## config.mk

```make
export PLATFORM = sky130hd
export DESIGN_NAME = sorted_priority_queue
export DESIGN_NICKNAME = d
export VERILOG_FILES = /design/src/spq_pkg.sv /design/src/spq_cell.sv /design/src/sorted_priority_queue.sv
export SDC_FILE = /design/constraint.sdc
export NUM_CORES = 1
export LEC_CHECK = 0
export ABC_AREA = 1
export CELL_PAD_IN_SITES_DETAIL_PLACEMENT = 2
export CELL_PAD_IN_SITES_GLOBAL_PLACEMENT = 2
export CORE_AREA = 2 2 208 313
export CTS_CLUSTER_DIAMETER = 40
export DETAILED_ROUTE_END_ITERATION = 10
export DIE_AREA = 0 0 210 315
export DONT_BUFFER_PORTS = 1
export PLACE_DENSITY = 0.85
export SLEW_MARGIN = 20
export SYNTH_ARGS = -nofsm -noshare
export SYNTH_HDL_FRONTEND = slang
export SYNTH_SLANG_ARGS = --single-unit
```

## constraint.sdc

```tcl
create_clock -name clk -period 10.1 [get_ports clk]
set_clock_uncertainty 0.1 [all_clocks]
set_input_delay 3.03 -clock clk [delete_from_list [all_inputs] [get_ports clk]]
set_output_delay 3.03 -clock clk [all_outputs]
set_load 0.02 [all_outputs]
```

## src/spq_pkg.sv

```systemverilog
// Package with the types, codes and defaults of the sorted priority queue.
`default_nettype none

package spq_pkg;

    localparam int DEPTH_DEF     = 16;
    localparam int TAG_WIDTH_DEF = 16;

    localparam int PRI_WIDTH    = 8;
    localparam int TAG_PORT_W   = 16;
    localparam int OCC_WIDTH    = 5;
    localparam int STATUS_WIDTH = 2;

    localparam logic CMD_INSERT = 1'b0;
    localparam logic CMD_REMOVE = 1'b1;

    localparam logic [STATUS_WIDTH-1:0] ST_OK    = 2'd0;
    localparam logic [STATUS_WIDTH-1:0] ST_FULL  = 2'd1;
    localparam logic [STATUS_WIDTH-1:0] ST_EMPTY = 2'd2;

    // Shift controls broadcast to every cell of the row.
    typedef struct packed {
        logic insert;
        logic remove;
    } cell_ctl_t;

endpackage

`default_nettype wire

```

## src/spq_cell.sv

```systemverilog
// One slot of the sorted row: holds an entry and shifts with its neighbors.
`default_nettype none

module spq_cell #(
    parameter int TAG_WIDTH = spq_pkg::TAG_WIDTH_DEF
) (
    input  wire logic                           clk,
    input  wire spq_pkg::cell_ctl_t             ctl,
    input  wire logic                           occupied,
    input  wire logic [spq_pkg::PRI_WIDTH-1:0]  new_pri,
    input  wire logic [TAG_WIDTH-1:0]           new_tag,
    input  wire logic                           left_goes,
    input  wire logic [spq_pkg::PRI_WIDTH-1:0]  left_pri,
    input  wire logic [TAG_WIDTH-1:0]           left_tag,
    input  wire logic [spq_pkg::PRI_WIDTH-1:0]  right_pri,
    input  wire logic [TAG_WIDTH-1:0]           right_tag,
    output logic                                goes,
    output logic [spq_pkg::PRI_WIDTH-1:0]       pri,
    output logic [TAG_WIDTH-1:0]                tag
);

    logic [spq_pkg::PRI_WIDTH-1:0] pri_reg;
    logic [spq_pkg::PRI_WIDTH-1:0] pri_next;
    logic [TAG_WIDTH-1:0]          tag_reg;
    logic [TAG_WIDTH-1:0]          tag_next;

    // The new entry belongs at or before this slot when the slot is free or
    // holds a strictly larger priority. Equal priorities keep the older entry ahead.
    assign goes = !occupied || (pri_reg > new_pri);

    always_comb
    begin
        pri_next = pri_reg;
        tag_next = tag_reg;
        if (ctl.insert)
        begin
            if (left_goes)
            begin
                pri_next = left_pri;
                tag_next = left_tag;
            end
            else if (goes)
            begin
                pri_next = new_pri;
                tag_next = new_tag;
            end
        end
        else if (ctl.remove)
        begin
            pri_next = right_pri;
            tag_next = right_tag;
        end
    end

    always_ff @(posedge clk)
    begin
        pri_reg <= pri_next;
        tag_reg <= tag_next;
    end

    assign pri = pri_reg;
    assign tag = tag_reg;

endmodule

`default_nettype wire

```

## src/sorted_priority_queue.sv

```systemverilog
// Top level of the sorted priority queue: cell row, entry count and result register.
//
//   channel   handshake              payload
//   request   req_valid, req_ready   cmd, priority_req, tag
//   result    rsp_valid, rsp_ready   out_valid, out_priority, out_tag, status, occupancy
//
// One request is taken per cycle while no result is stalled; its result is registered and shows in the next cycle.
// Every cell compares its entry with the new priority in parallel, so an insert or a
// remove is done by that compare and a neighbor shift.
// Reset clears the entry count and rsp_valid; the slot contents and result payload are not reset.
// While a result waits with rsp_ready low, req_ready is low and the row holds.
`default_nettype none

module sorted_priority_queue #(
    parameter int DEPTH     = spq_pkg::DEPTH_DEF,
    parameter int TAG_WIDTH = spq_pkg::TAG_WIDTH_DEF
) (
    input  wire logic                              clk,
    input  wire logic                              rst_n,
    input  wire logic                              req_valid,
    output logic                                   req_ready,
    input  wire logic                              cmd,
    input  wire logic [spq_pkg::PRI_WIDTH-1:0]     priority_req,
    input  wire logic [spq_pkg::TAG_PORT_W-1:0]    tag,
    output logic                                   rsp_valid,
    input  wire logic                              rsp_ready,
    output logic                                   out_valid,
    output logic [spq_pkg::PRI_WIDTH-1:0]          out_priority,
    output logic [spq_pkg::TAG_PORT_W-1:0]         out_tag,
    output logic [spq_pkg::STATUS_WIDTH-1:0]       status,
    output logic [spq_pkg::OCC_WIDTH-1:0]          occupancy
);

    localparam int CW = $clog2(DEPTH + 1);

    logic [CW-1:0] count_reg;
    logic [CW-1:0] count_next;
    logic          rsp_valid_reg;
    logic          rsp_valid_next;

    logic                                 out_valid_reg;
    logic                                 out_valid_next;
    logic [spq_pkg::PRI_WIDTH-1:0]        out_priority_reg;
    logic [spq_pkg::PRI_WIDTH-1:0]        out_priority_next;
    logic [spq_pkg::TAG_PORT_W-1:0]       out_tag_reg;
    logic [spq_pkg::TAG_PORT_W-1:0]       out_tag_next;
    logic [spq_pkg::STATUS_WIDTH-1:0]     status_reg;
    logic [spq_pkg::STATUS_WIDTH-1:0]     status_next;
    logic [spq_pkg::OCC_WIDTH-1:0]        occupancy_reg;
    logic [spq_pkg::OCC_WIDTH-1:0]        occupancy_next;

    logic               accept;
    logic               is_insert;
    logic               full;
    logic               empty;
    spq_pkg::cell_ctl_t ctl;
    logic [TAG_WIDTH-1:0] new_tag;

    logic                          cell_goes [DEPTH];
    logic [spq_pkg::PRI_WIDTH-1:0] cell_pri  [DEPTH];
    logic [TAG_WIDTH-1:0]          cell_tag  [DEPTH];

    assign req_ready = !rsp_valid_reg || rsp_ready;
    assign accept    = req_valid && req_ready;
    assign is_insert = (cmd == spq_pkg::CMD_INSERT);
    assign full      = (count_reg == CW'(DEPTH));
    assign empty     = (count_reg == CW'(0));
    assign new_tag   = TAG_WIDTH'(tag);

    assign ctl.insert = accept && is_insert && !full;
    assign ctl.remove = accept && !is_insert && !empty;

    genvar i;
    generate
        for (i = 0; i < DEPTH; i++)
        begin : g_cell
            logic                          l_goes;
            logic [spq_pkg::PRI_WIDTH-1:0] l_pri;
            logic [TAG_WIDTH-1:0]          l_tag;
            logic [spq_pkg::PRI_WIDTH-1:0] r_pri;
            logic [TAG_WIDTH-1:0]          r_tag;

            if (i == 0)
            begin : g_first
                assign l_goes = 1'b0;
                assign l_pri  = priority_req;
                assign l_tag  = new_tag;
            end
            else
            begin : g_inner_l
                assign l_goes = cell_goes[i-1];
                assign l_pri  = cell_pri[i-1];
                assign l_tag  = cell_tag[i-1];
            end

            // The last slot has nothing behind it; whatever it loads on a remove
            // lies beyond the count and is never read.
            if (i == DEPTH - 1)
            begin : g_last
                assign r_pri = priority_req;
                assign r_tag = new_tag;
            end
            else
            begin : g_inner_r
                assign r_pri = cell_pri[i+1];
                assign r_tag = cell_tag[i+1];
            end

            spq_cell #(
                .TAG_WIDTH (TAG_WIDTH)
            ) u_cell (
                .clk       (clk),
                .ctl       (ctl),
                .occupied  (count_reg > CW'(i)),
                .new_pri   (priority_req),
                .new_tag   (new_tag),
                .left_goes (l_goes),
                .left_pri  (l_pri),
                .left_tag  (l_tag),
                .right_pri (r_pri),
                .right_tag (r_tag),
                .goes      (cell_goes[i]),
                .pri       (cell_pri[i]),
                .tag       (cell_tag[i])
            );
        end
    endgenerate

    always_comb
    begin
        count_next = count_reg;
        if (ctl.insert)
        begin
            count_next = count_reg + CW'(1);
        end
        else if (ctl.remove)
        begin
            count_next = count_reg - CW'(1);
        end
    end

    always_comb
    begin
        out_valid_next    = ctl.remove;
        out_priority_next = '0;
        out_tag_next      = '0;
        status_next       = spq_pkg::ST_OK;
        occupancy_next    = spq_pkg::OCC_WIDTH'(count_next);
        if (ctl.remove)
        begin
            out_priority_next = cell_pri[0];
            out_tag_next      = spq_pkg::TAG_PORT_W'(cell_tag[0]);
        end
        if (is_insert && full)
        begin
            status_next = spq_pkg::ST_FULL;
        end
        else if (!is_insert && empty)
        begin
            status_next = spq_pkg::ST_EMPTY;
        end
    end

    always_comb
    begin
        rsp_valid_next = rsp_valid_reg;
        if (accept)
        begin
            rsp_valid_next = 1'b1;
        end
        else if (rsp_ready)
        begin
            rsp_valid_next = 1'b0;
        end
    end

    always_ff @(posedge clk or negedge rst_n)
    begin
        if (!rst_n)
        begin
            count_reg     <= '0;
            rsp_valid_reg <= 1'b0;
        end
        else
        begin
            count_reg     <= count_next;
            rsp_valid_reg <= rsp_valid_next;
        end
    end

    always_ff @(posedge clk)
    begin
        if (accept)
        begin
            out_valid_reg    <= out_valid_next;
            out_priority_reg <= out_priority_next;
            out_tag_reg      <= out_tag_next;
            status_reg       <= status_next;
            occupancy_reg    <= occupancy_next;
        end
    end

    assign rsp_valid    = rsp_valid_reg;
    assign out_valid    = out_valid_reg;
    assign out_priority = out_priority_reg;
    assign out_tag      = out_tag_reg;
    assign status       = status_reg;
    assign occupancy    = occupancy_reg;

endmodule

`default_nettype wire

```

==> flow_summary.ini <==
[sta]
final.setup.tns_ns = 0
drv_slew = 0
rsz0062_at_grt = false
report.final.hold_viol_count = 0
holdWs_ns = 0.4625
setup_viol = 0
fin_crit_sh = 0.7651
fin_crit_ns = 7.728
max_slew_margin = 0.1778
finalWorstSetupSlack_ns = 2.372
worst-slew-pin-transition_ns = 1.226
max_freq_mhz = 129.4

[setup_path]
cpLargestDelayFamily = simple AND/OR/NAND/NOR gates
end_kind = register
critical_path_depth = 9
worstPathBufferInverterCount = 4
cp_data_arrival_time_ns = 7.89
crit_path_max_incr_delay_ns = 0.99
start_kind = primary input
reg2reg_depth = 8
cpMostUsedCell = nand2_1
slowest_stage = inv_8
required_ns = 10.26
crit_chain = inv_1, nand2_1, nand2_1, inv_1, buf_4, nand3_4, inv_8, nand2_1, nand2_2
cp_max_fo = 148
critPathKind = in -> reg

[clock_network]
insertion_delay_ns = 0.65
post_cts_buffers = 0
cts-root-buf = clkbuf_16
clk_pin_slew_ns = 0.06
cts_tree = done
cts-buffers-inserted = 74
cts_sinks = 422
clock_path_buffers = 3
cts_max_level = 3
ctsResizeCount = 0
ctsHoldBuffers = 0

[route]
wl_per_cell_um = 31.42
drt-total-wl_um = 131600
drc = 0
drtIter0Drc = 2188
vias = 25850
dr.pass1.iters = 5
ant_nets = 0
via_per_inst = 6.174

[grt]
grt_usage = 0.3969
grt_max_degree = 220
grt_pass1_wl_um = 192900
antenna_found_initial = 10
grt-ovfl-total = 0
grt_pass1_vias = 29151

[yosys]
syn_nets = 3553
ys.warnings.count = 0
synth_top_area_share = 0.4730
synth_cell_types = 32
syn_area_mm2 = 0.02641
synth_most_common_cell = nand2_1
synth_seq_cells = 422
synth_seq_area_share = 0.4787
synth_area_leaders = edfxtp_1 47%, nand2_1 18%, nand3_1 13%, ha_1 6.3%, inv_1 6.1%
avgSynthCellArea_um2 = 7.791
syn_inst = 3390
ys.flop_type = edfxtp_1
synth_top_area_cell = edfxtp_1
synth_async_sr_flop_share = 0.01422
ys_top_cells_by_count = 1292 x nand2_1, 704 x nand3_1, 427 x inv_1
synth_edf_count = 416

[finish]
finalInstanceArea_mm2 = 0.02951
multi_input_area_mm2 = 0.01124
syn2layout_area_growth_pct = 11.73
drive_gt1_frac = 0.06202
fin_nets = 3474
final_util = 0.4629
instances_no_fill = 4187
area.sequential_mm2 = 0.01264
n_fill_cell = 7048
largest_register_ffs = 256

[die]
placement_rows = 114
fp.dieH_um = 315
start_util = 0.4142
dieArea_mm2 = 0.06615
io_pins = 63
die_width_um = 210
coreArea_mm2 = 0.06376

[pwr]
p_per_area_mw_per_mm2 = 336.1
leakage_nw = 14.38
p_total_mw = 9.919
ir_drop_mv = 0.1609

[run_status]
status = complete, no violations

[run]
max_cap_violations = 0

[placement]
dp_hpwl_um = 79640
io_buffers = 0
place_area_mm2 = 0.02687
dpl.cell_count = 4047
place_ws_ns = 1.577
place.gp.congestion = 0.8618

[worst_hold_path]
hp-class = reg -> reg
min_delay_path_depth = 2
## logic make-up after synthesis
kind of cell	Yosys count	synth area share
compound gates	99	0.02326
xor+xnor	3	0.0009950
flops	422	0.4787
simple gates	2099	0.3360
fa+ha+maj	134	0.06348
buf+inv	633	0.09764
## area by class of cell
type	instances	area share
well taps	812	0.03443
clock buffers	88	0.06958
diodes	5	0.0004240
inverters	433	0.05550
flip-flops and latches	422	0.4284
repair buffers	45	0.01230
clock inverters	47	0.01849
multi-input cells	2335	0.3809
## power breakdown
part / switching [mW] / leakage (nW) / total [mW] / internal, mW
logic: 2.95 / 9.03 / 3.91 / 0.957
clock network: 1.04 / 1.24 / 2.74 / 1.70
registers: 0.536 / 4.10 / 3.27 / 2.74
## worst min-delay path: cells and delay by family (launching register included)
kind,cells,cell delay (ns)
flops,1,0.34
simple gates,2,0.12
## cell usage in the layout (no fill, tap or decap), drive strengths merged
cell type,synthesis,final
nand2,1298,1298
nand3,708,708
inv,432,441
edfxtp,416,416
ha,134,134
clkbuf,89,88
nor2,75,75
buf,111,45
o21ai,40,40
a21oi,39,39
clkinv,1,20
nand4,17,17
a21o,14,14
clkinvlp,0,10
bufinv,0,9
dfrtp,6,6
diode,0,5
o21a,3,3
xor2,3,3
o31ai,2,2
o21bai,1,1
nor3,1,1
## path summary, 6_finish.rpt
path | start | endpoint | slack (ns)
min in group asynchronous | rst_n | count_reg[1]$_DFF_PN0_ | 1.97
max in group asynchronous | rst_n | count_reg[4]$_DFF_PN0_ | 7.84
hold / removal | g_cell[8].u_cell.tag[14]$_DFFE_PP_ | g_cell[7].u_cell.tag[14]$_DFFE_PP_ | 0.46
hold reg to reg | g_cell[8].u_cell.tag[14]$_DFFE_PP_ | g_cell[7].u_cell.tag[14]$_DFFE_PP_ | 0.46
setup / recovery | rsp_ready | g_cell[14].u_cell.tag[10]$_DFFE_PP_ | 2.37
setup reg to reg | rsp_valid$_DFFE_PN0P_ | g_cell[14].u_cell.tag[10]$_DFFE_PP_ | 4.25
## layer usage
| metal | global-route usage | up-vias | part of all wire |
|---|---|---|---|
| li1 | - | 10895 | - |
| met1 | 0.4025 | 13083 | 0.34 |
| met2 | 0.6923 | 1240 | 0.50 |
| met3 | 0.08766 | 622 | 0.069 |
| met4 | 0.3398 | 10 | 0.094 |
| met5 | 0 | - | 0.00050 |
No activity file was read; power rests on OpenSTA's default activity.
